<file path="src/hdl/dpf_pkg.sv">
package dpf_pkg;

   // Command codes carried by the kind field of a request.
   typedef enum logic [2:0] {
      KIND_START   = 3'd0,
      KIND_RAW     = 3'd1,
      KIND_ESCAPED = 3'd2,
      KIND_HEX8    = 3'd3,
      KIND_HEX16   = 3'd4,
      KIND_HEX32   = 3'd5,
      KIND_UNAVAIL = 3'd6,
      KIND_END     = 3'd7
   } kind_type;

   // Protocol characters.
   localparam logic [7:0] CH_DOLLAR  = 8'h24;
   localparam logic [7:0] CH_HASH    = 8'h23;
   localparam logic [7:0] CH_BRACE   = 8'h7d;
   localparam logic [7:0] CH_STAR    = 8'h2a;
   localparam logic [7:0] ESC_XOR    = 8'h20;
   localparam logic [3:0] NIBBLE     = 4'hf;
   localparam logic [7:0] CH_UNAVAIL = 8'h78;
   localparam logic [7:0] CH_ZERO    = 8'h30;
   localparam logic [7:0] CH_LOWER_A = 8'h61;
   localparam logic [7:0] CH_UPPER_A = 8'h41;

   // Default depth of the command queue between front and back.
   localparam int QUEUE_DEPTH = 4;

   // A classified command: what the back end needs to emit its characters.
   typedef struct packed {
      kind_type    kind;
      logic        escape;     // escaped byte needs a brace prefix
      logic [2:0]  last_step;  // index of the final character
      logic [31:0] data;       // hex digits left aligned, bytes in bits 7..0
   } cmd_type;

   // ASCII hex digit for one nibble.
   function automatic logic [7:0] hex_char(input logic [3:0] nib, input logic upper);
      logic [7:0] value;
      value = {4'b0000, nib & NIBBLE};
      if (value < 8'd10) begin
         return CH_ZERO + value;
      end
      return (upper ? CH_UPPER_A : CH_LOWER_A) + (value - 8'd10);
   endfunction

endpackage

</file>
<file path="src/hdl/dpf_front.sv">
module dpf_front (
   input  logic [2:0]      req_kind,
   input  logic [31:0]     req_data_value,
   output dpf_pkg::cmd_type cmd
);

   logic [7:0] byte_value;
   logic       special;

   assign byte_value = req_data_value[7:0];

   // Bytes that must be escaped inside a packet.
   assign special = (byte_value == dpf_pkg::CH_HASH) || (byte_value == dpf_pkg::CH_DOLLAR) ||
                    (byte_value == dpf_pkg::CH_BRACE) || (byte_value == dpf_pkg::CH_STAR);

   // Classify the request: character count, escape need and digit alignment.
   always_comb begin
      cmd.kind      = dpf_pkg::kind_type'(req_kind);
      cmd.escape    = 1'b0;
      cmd.last_step = 3'd0;
      cmd.data      = req_data_value;
      case (dpf_pkg::kind_type'(req_kind))
         dpf_pkg::KIND_START: begin
            cmd.last_step = 3'd0;
         end
         dpf_pkg::KIND_RAW: begin
            cmd.last_step = 3'd0;
         end
         dpf_pkg::KIND_ESCAPED: begin
            cmd.escape    = special;
            cmd.last_step = special ? 3'd1 : 3'd0;
         end
         dpf_pkg::KIND_HEX8: begin
            cmd.last_step = 3'd1;
            cmd.data      = {req_data_value[7:0], 24'd0};
         end
         dpf_pkg::KIND_HEX16: begin
            cmd.last_step = 3'd3;
            cmd.data      = {req_data_value[15:0], 16'd0};
         end
         dpf_pkg::KIND_HEX32: begin
            cmd.last_step = 3'd7;
         end
         dpf_pkg::KIND_UNAVAIL: begin
            cmd.last_step = 3'd7;
         end
         dpf_pkg::KIND_END: begin
            cmd.last_step = 3'd2;
         end
         default: begin
            cmd.last_step = 3'd0;
         end
      endcase
   end

endmodule

</file>
<file path="src/hdl/dpf_queue.sv">
module dpf_queue #(
   parameter int Depth = dpf_pkg::QUEUE_DEPTH
) (
   input  logic             clock,
   input  logic             reset,
   input  logic             push,
   input  dpf_pkg::cmd_type push_data,
   output logic             full,
   input  logic             pop,
   output dpf_pkg::cmd_type pop_data,
   output logic             empty
);

   localparam int PtrW = (Depth > 1) ? $clog2(Depth) : 1;
   localparam int CntW = $clog2(Depth + 1);

   dpf_pkg::cmd_type entry_ff [Depth];
   logic [PtrW-1:0]  wr_ptr_ff, wr_ptr_in;
   logic [PtrW-1:0]  rd_ptr_ff, rd_ptr_in;
   logic [CntW-1:0]  count_ff, count_in;
   logic             do_push, do_pop;

   assign full     = (count_ff == CntW'(Depth));
   assign empty    = (count_ff == '0);
   assign do_push  = push && !full;
   assign do_pop   = pop && !empty;
   assign pop_data = entry_ff[rd_ptr_ff];

   // Pointer and occupancy updates.
   always_comb begin
      wr_ptr_in = wr_ptr_ff;
      rd_ptr_in = rd_ptr_ff;
      count_in  = count_ff;
      if (do_push) begin
         wr_ptr_in = (wr_ptr_ff == PtrW'(Depth - 1)) ? '0 : wr_ptr_ff + 1'b1;
      end
      if (do_pop) begin
         rd_ptr_in = (rd_ptr_ff == PtrW'(Depth - 1)) ? '0 : rd_ptr_ff + 1'b1;
      end
      if (do_push && !do_pop) begin
         count_in = count_ff + 1'b1;
      end else if (do_pop && !do_push) begin
         count_in = count_ff - 1'b1;
      end
   end

   always_ff @(posedge clock) begin
      if (reset) begin
         wr_ptr_ff <= '0;
         rd_ptr_ff <= '0;
         count_ff  <= '0;
      end else begin
         wr_ptr_ff <= wr_ptr_in;
         rd_ptr_ff <= rd_ptr_in;
         count_ff  <= count_in;
      end
   end

   // Entry storage.
   always_ff @(posedge clock) begin
      if (do_push) begin
         entry_ff[wr_ptr_ff] <= push_data;
      end
   end

endmodule

</file>
<file path="src/hdl/dpf_back.sv">
module dpf_back (
   input  logic             clock,
   input  logic             reset,
   input  logic             csr_valid,
   input  logic             csr_hex_uppercase,
   input  dpf_pkg::cmd_type q_data,
   input  logic             q_empty,
   output logic             q_pop,
   output logic [7:0]       rsp_out_char,
   output logic             rsp_last,
   output logic [15:0]      rsp_packet_length,
   output logic             rsp_empty,
   input  logic             rsp_pop
);

   logic             upper_ff;
   logic [7:0]       sum_ff, sum_in;
   logic [15:0]      count_ff, count_in;
   logic             busy_ff;
   dpf_pkg::cmd_type cmd_ff;
   logic [2:0]       step_ff;
   logic [31:0]      shift_ff, shift_in;
   logic             out_valid_ff;
   logic [7:0]       out_char_ff;
   logic             out_last_ff;
   logic [15:0]      out_length_ff;
   logic             out_ready;
   logic             adv;
   logic             final_step;
   logic [7:0]       ch;
   logic             counted;
   logic             clear;
   logic [7:0]       hex_digit;

   assign out_ready  = !out_valid_ff || rsp_pop;
   assign adv        = busy_ff && out_ready;
   assign final_step = (step_ff == cmd_ff.last_step);
   assign q_pop      = !q_empty && (!busy_ff || (adv && final_step));
   assign hex_digit  = dpf_pkg::hex_char(shift_ff[31:28], upper_ff);

   // Character for the current step of the active command.
   always_comb begin
      ch       = hex_digit;
      counted  = 1'b1;
      clear    = 1'b0;
      shift_in = {shift_ff[27:0], 4'd0};
      case (cmd_ff.kind)
         dpf_pkg::KIND_START: begin
            ch      = dpf_pkg::CH_DOLLAR;
            counted = 1'b0;
            clear   = 1'b1;
         end
         dpf_pkg::KIND_RAW: begin
            ch = cmd_ff.data[7:0];
         end
         dpf_pkg::KIND_ESCAPED: begin
            if (cmd_ff.escape && (step_ff == 3'd0)) begin
               ch = dpf_pkg::CH_BRACE;
            end else if (cmd_ff.escape) begin
               ch = cmd_ff.data[7:0] ^ dpf_pkg::ESC_XOR;
            end else begin
               ch = cmd_ff.data[7:0];
            end
         end
         dpf_pkg::KIND_HEX8, dpf_pkg::KIND_HEX16, dpf_pkg::KIND_HEX32: begin
            ch = hex_digit;
         end
         dpf_pkg::KIND_UNAVAIL: begin
            ch = dpf_pkg::CH_UNAVAIL;
         end
         dpf_pkg::KIND_END: begin
            // The checksum digits come from the sum as it stands at the '#'.
            if (step_ff == 3'd0) begin
               ch       = dpf_pkg::CH_HASH;
               counted  = 1'b0;
               shift_in = {sum_ff, 24'd0};
            end
         end
         default: begin
            ch = hex_digit;
         end
      endcase
   end

   // Checksum and payload length after this character.
   always_comb begin
      sum_in   = sum_ff;
      count_in = count_ff;
      if (clear) begin
         sum_in   = '0;
         count_in = '0;
      end else if (counted) begin
         sum_in   = sum_ff + ch;
         count_in = count_ff + 16'd1;
      end
   end

   // Control state: configuration, checksum, length and step sequencing.
   always_ff @(posedge clock) begin
      if (reset) begin
         upper_ff     <= 1'b0;
         sum_ff       <= '0;
         count_ff     <= '0;
         busy_ff      <= 1'b0;
         step_ff      <= '0;
         out_valid_ff <= 1'b0;
      end else begin
         if (csr_valid) begin
            upper_ff <= csr_hex_uppercase;
         end
         if (adv) begin
            sum_ff   <= sum_in;
            count_ff <= count_in;
         end
         if (q_pop) begin
            busy_ff <= 1'b1;
            step_ff <= '0;
         end else if (adv && final_step) begin
            busy_ff <= 1'b0;
         end else if (adv) begin
            step_ff <= step_ff + 3'd1;
         end
         if (adv) begin
            out_valid_ff <= 1'b1;
         end else if (rsp_pop) begin
            out_valid_ff <= 1'b0;
         end
      end
   end

   // Command and output payload registers.
   always_ff @(posedge clock) begin
      if (q_pop) begin
         cmd_ff   <= q_data;
         shift_ff <= q_data.data;
      end else if (adv) begin
         shift_ff <= shift_in;
      end
      if (adv) begin
         out_char_ff   <= ch;
         out_last_ff   <= final_step;
         out_length_ff <= count_in;
      end
   end

   assign rsp_out_char      = out_char_ff;
   assign rsp_last          = out_last_ff;
   assign rsp_packet_length = out_length_ff;
   assign rsp_empty         = !out_valid_ff;

   // The step index never runs past the final character of a command.
   a_step_range: assert property (@(posedge clock) disable iff (reset)
      busy_ff |-> (step_ff <= cmd_ff.last_step))
      else $error("step index beyond last character");

   // A new command is only taken when the active one is done or absent.
   a_pop_when_free: assert property (@(posedge clock) disable iff (reset)
      (q_pop && busy_ff) |-> (adv && final_step))
      else $error("command taken while previous one still active");

   // A start character resets the length reported with it.
   a_start_clears: assert property (@(posedge clock) disable iff (reset)
      (adv && (cmd_ff.kind == dpf_pkg::KIND_START)) |=>
      (out_valid_ff && (out_length_ff == 16'd0) && (sum_ff == 8'd0)))
      else $error("start did not clear checksum and length");

   // The final character of a command carries the last flag.
   a_last_flag: assert property (@(posedge clock) disable iff (reset)
      (adv && final_step) |=> (out_valid_ff && out_last_ff))
      else $error("last flag missing on final character");

endmodule

</file>
<file path="src/hdl/debug_packet_framer.sv">
// Channel   Ports                                            Direction
// request   req_push, req_full, req_kind, req_data_value     in
// response  rsp_pop, rsp_empty, rsp_out_char, rsp_last,
//           rsp_packet_length                                 out
// csr       csr_valid, csr_ready, csr_hex_uppercase          in
//
// The back end emits one character per cycle while the output register is free, so
// an item is 1 to 8 characters (start and raw 1, escaped 1 or 2, hex 2/4/8, unavailable 8, end 3).
// Requests enter the command queue at one per cycle until it is full.
// Synchronous reset clears the queue, checksum, length and hex_uppercase.
// A low rsp_pop holds the output register, which stalls the back end and
// lets the queue fill until req_full rises.
module debug_packet_framer #(
   parameter int QueueDepth = dpf_pkg::QUEUE_DEPTH
) (
   input  logic        clock,
   input  logic        reset,
   input  logic        req_push,
   output logic        req_full,
   input  logic [2:0]  req_kind,
   input  logic [31:0] req_data_value,
   output logic        rsp_empty,
   input  logic        rsp_pop,
   output logic [7:0]  rsp_out_char,
   output logic        rsp_last,
   output logic [15:0] rsp_packet_length,
   input  logic        csr_valid,
   output logic        csr_ready,
   input  logic        csr_hex_uppercase
);

   dpf_pkg::cmd_type front_cmd;
   dpf_pkg::cmd_type q_data;
   logic             q_empty;
   logic             q_pop;
   logic             q_full;

   assign req_full  = q_full;
   assign csr_ready = 1'b1;

   dpf_front u_front (
      .req_kind      (req_kind),
      .req_data_value(req_data_value),
      .cmd           (front_cmd)
   );

   dpf_queue #(
      .Depth(QueueDepth)
   ) u_queue (
      .clock    (clock),
      .reset    (reset),
      .push     (req_push),
      .push_data(front_cmd),
      .full     (q_full),
      .pop      (q_pop),
      .pop_data (q_data),
      .empty    (q_empty)
   );

   dpf_back u_back (
      .clock            (clock),
      .reset            (reset),
      .csr_valid        (csr_valid),
      .csr_hex_uppercase(csr_hex_uppercase),
      .q_data           (q_data),
      .q_empty          (q_empty),
      .q_pop            (q_pop),
      .rsp_out_char     (rsp_out_char),
      .rsp_last         (rsp_last),
      .rsp_packet_length(rsp_packet_length),
      .rsp_empty        (rsp_empty),
      .rsp_pop          (rsp_pop)
   );

endmodule
</file>
<file path="config.mk">
export PLATFORM = sky130hd
export DESIGN_NAME = debug_packet_framer
export DESIGN_NICKNAME = d
export VERILOG_FILES = /design/src/hdl/dpf_pkg.sv /design/src/hdl/dpf_front.sv /design/src/hdl/dpf_queue.sv /design/src/hdl/dpf_back.sv /design/src/hdl/debug_packet_framer.sv
export SDC_FILE = /design/constraint.sdc
export NUM_CORES = 1
export LEC_CHECK = 0
export BUFFER_PORTS_ARGS = -buffer_cell sky130_fd_sc_hd__buf_2
export CAP_MARGIN = 20
export CORE_UTILIZATION = 50
export DETAILED_ROUTE_END_ITERATION = 12
export GPL_TIMING_DRIVEN = 0
export PLACE_DENSITY = 0.68
export RECOVER_POWER = 25
export SLEW_MARGIN = 20
export SYNTH_ARGS = -nofsm -noshare
export SYNTH_HDL_FRONTEND = slang
export SYNTH_SLANG_ARGS = --single-unit
</file>
<file path="constraint.sdc">
create_clock -name clock -period 3.8 [get_ports clock]
set_input_delay 0.19 -clock clock [delete_from_list [all_inputs] [get_ports clock]]
set_output_delay 0.19 -clock clock [all_outputs]
set_load 0.01 [all_outputs]
</file>
==> qor.yml <==
die_y_um: 155
violations: "max-capacitance violations, max-slew violations"
htree_levels: 1
antenna_found_initial: 0
die_x_um: 155
relSlewSlack: -0.116
start_util: 0.514
fin_nets: 1039
powerDensity_nw_per_um2: 768
via_count: 7172
grt_use_total: 0.201
numCtsBuffers: 28
r2r_slack_ps: 260
holdCritStartpoint: "req_data_value[11]"
busiest_layer: "met2"
min_to: "u_queue.entry_ff[2][11]"
drc_errors: 0
syn2layout_area_growth_pct: 14.5
clockRootBuffer: "clkbuf_16"
io_buffers: 67
die-area_um2: 24100
arrival_ps: 3940
fill_cells: 1884
seq_area_um2: 7630
status: "finished with violations"
syn_inst: 867
clkLatencyLatePin_ps: 540
grt_pass1_wl_mm: 37.1
clk_pin_slew_worst_paths_ps: 60
internal_power_uw: 6920
drt_iter0_drc: 524
core-area_um2: 22800
ys_seq_elements: 267
p_sw_uw: 3400
start_kind: "flip-flop"
post-cts-setup-buffers: 0
swShare: 0.330
diodes: 0
final_cell_mix: "edfxtp_1 (228), nand2_1 (101), clkbuf_1 (71), nor2_1 (63), buf_2 (49)"
worstMarginPinSlew_ps: 1670
rsz0062_at_grt: "no"
dp_hpwl_mm: 16.3
ys_warn_count: 0
maxCapViolations: 1
drtPass1Iterations: 5
globalRouteMet2Util: 0.326
grt_max_degree: 35
cp-end-kind: "flip-flop"
rows: 55
clkPwrFrac: 0.249
final_common_cell: "edfxtp_1"
synth_cell_types: 58
wire_per_inst_um: 18.1
first_global_vias: 6971
setup_viol_count_final: 0
r2r-start: "u_back.step_ff[0]"
cts_tree: "yes"
use_met3: 0.0273
cts_sinks: 267
timing.final.crit_period_ps: 3540
final.setup_skew_ps: 7.35
p_seq_frac: 0.420
ys_seq_area_frac: 0.649
fin_ws_ps: 260
power_frac_comb: 0.331
gr-total-overflow: 0
viasPerCell: 5.48
avgSynthCellArea_um2: 13.5
worstRegToRegCells: 17
hp-class: "input port to flip-flop"
clockBufferDepth: 3
routed_wl_mm: 23.7
ir_drop_mv: 0.481
p_leak_uw: 0.00475
multi_input_area_um2: 3860
crit_required_ps: 4200
synth_fp_nets: 932
path_max_fanout: 9
hold_viol_final: 0
reg2reg_to: "u_back.sum_ff[6]"
clock.fmax_ghz: 0.282
pre_cts_ws_ps: -55.0
whs_ps: 39.8
finalPower_uw: 10300
gp_congestion: 0.840
ys_top_cells_by_area: "edfxtp_1 (58%), mux4_2 (7.5%), dfxtp_1 (6.6%)"
setup.worst_path.class: "flip-flop to flip-flop"
netlist_area_um2: 11700
postRouteAntennaNets: 0
synth_flop_cell: "edfxtp_1"
ioPinCount: 69
whs_path_depth: 2
synth_top_area_cell: "edfxtp_1"
synth_edf_count: 228
synth_top_area_share: 0.583
async_flop_share: 0
fin_crit_sh: 0.932
drive_above_1_share: 0.145
use_met1: 0.287
drv_slew: 35
==> through the flow <==
| stage | utilization | std cells | setup TNS (ps) | instance area (um^2) |
|---|---|---|---|---|
| 3_5_place_dp | 0.551 | 1252 | -55.0 | 12600 |
| 6_report | 0.588 | 1308 | 0 | 13400 |
| 5_1_grt | 0.588 | 1308 | 0 | 13400 |
| 2_1_floorplan | - | 867 | 0 | 11700 |
| 4_1_cts | 0.591 | 1308 | 0 | 13500 |
| 3_3_place_gp | 0.546 | 1247 | -23.7 | 12500 |
==> worst max-delay path: stages, from the launching register on <==
cell	delay [ps]
dfxtp_1	370
inv_1	80
ha_1	250
nand3b_1	200
or2_2	140
buf_2	210
nand2_1	80
a22o_1	180
nand2_1	60
o311ai_1	210
ha_1	320
fa_1	410
a21o_1	200
a21oi_1	200
o21ai_0	140
xor2_1	150
a22oi_1	140
nor2_1	50
==> Yosys cell counts, types with 17 or more instances <==
cell type,number
edfxtp_1,228
xnor2_1,17
mux4_2,39
dfxtp_1,39
clkbuf_1,24
nand3_1,29
o21ai_0,39
nor2_1,63
ha_1,22
nand2_1,102
a21oi_1,48
and2_1,27
==> layout make-up <==
type                    instances  share of cell area
clock inverters                 6             0.00428
plain buffers                  46              0.0149
well taps                     313              0.0291
flip-flops and latches        267               0.567
multi-input cells             536               0.287
repair buffers                 78              0.0328
clock buffers                  45              0.0599
inverters                      17             0.00475
==> power by group through the flow <==
stage | clock network [uW] | logic [uW] | registers (uW)
3_5_place_dp | 0 | 3450 | 4390
3_3_place_gp | 0 | 3350 | 4400
2_1_floorplan | 0 | 2460 | 4370
5_1_grt | 2730 | 3790 | 4400
6_report | 2570 | 3420 | 4340
4_1_cts | 2610 | 3470 | 4330
==> how the worst max path moves through the flow <==
stage                     slack (ps)                start          endpoint
after floorplan                  530  u_back.shift_ff[29]  u_back.sum_ff[6]
after global placement           -20  u_back.shift_ff[29]  u_back.sum_ff[6]
after detailed placement         -50  u_back.shift_ff[29]  u_back.sum_ff[6]
after CTS                         30  u_back.shift_ff[29]  u_back.sum_ff[6]
after global routing              20    u_back.step_ff[1]  u_back.sum_ff[6]
final                            260    u_back.step_ff[0]  u_back.sum_ff[6]
==> flip-flops by register name, summed over array words and instances (netlist names), 3 cells and up, named ones only <==
| signal | count |
|---|---|
| u_back.sum_ff | 8 |
| u_back.cmd_ff | 15 |
| u_back.rsp_out_char | 8 |
| u_back.step_ff | 3 |
| u_queue.entry_ff | 156 |
| u_back.rsp_packet_length | 16 |
| u_back.count_ff | 16 |
| u_back.shift_ff | 32 |
| u_queue.count_ff | 3 |
==> cells by family (layout without fill, tap and decap cells) <==
logic type      after synthesis  after routing  share of synthesized area
flops                       267            267                      0.649
xor+xnor                     33             33                     0.0246
fa+ha+maj                    24             24                     0.0268
buf+inv                      64            192                     0.0230
compound gates              137            137                     0.0694
mux                          57             57                     0.0903
other cells                   1              1                   0.000319
simple gates                284            284                      0.116
==> layer usage <==
layer,routed length [um],up-vias
li1,-,3441
met1,10800,3485
met2,11200,209
met3,1300,37
met4,395,0
met5,0,-
==> what timing repair did <==
item                                   in CTS  in global routing
setup endpoints to repair                   1                  1
hold buffers                                6                  0
gates resized for setup                     0                  3
endpoints found under the hold margin      14                  0
Note: power is estimated with default switching activity, not from simulation.
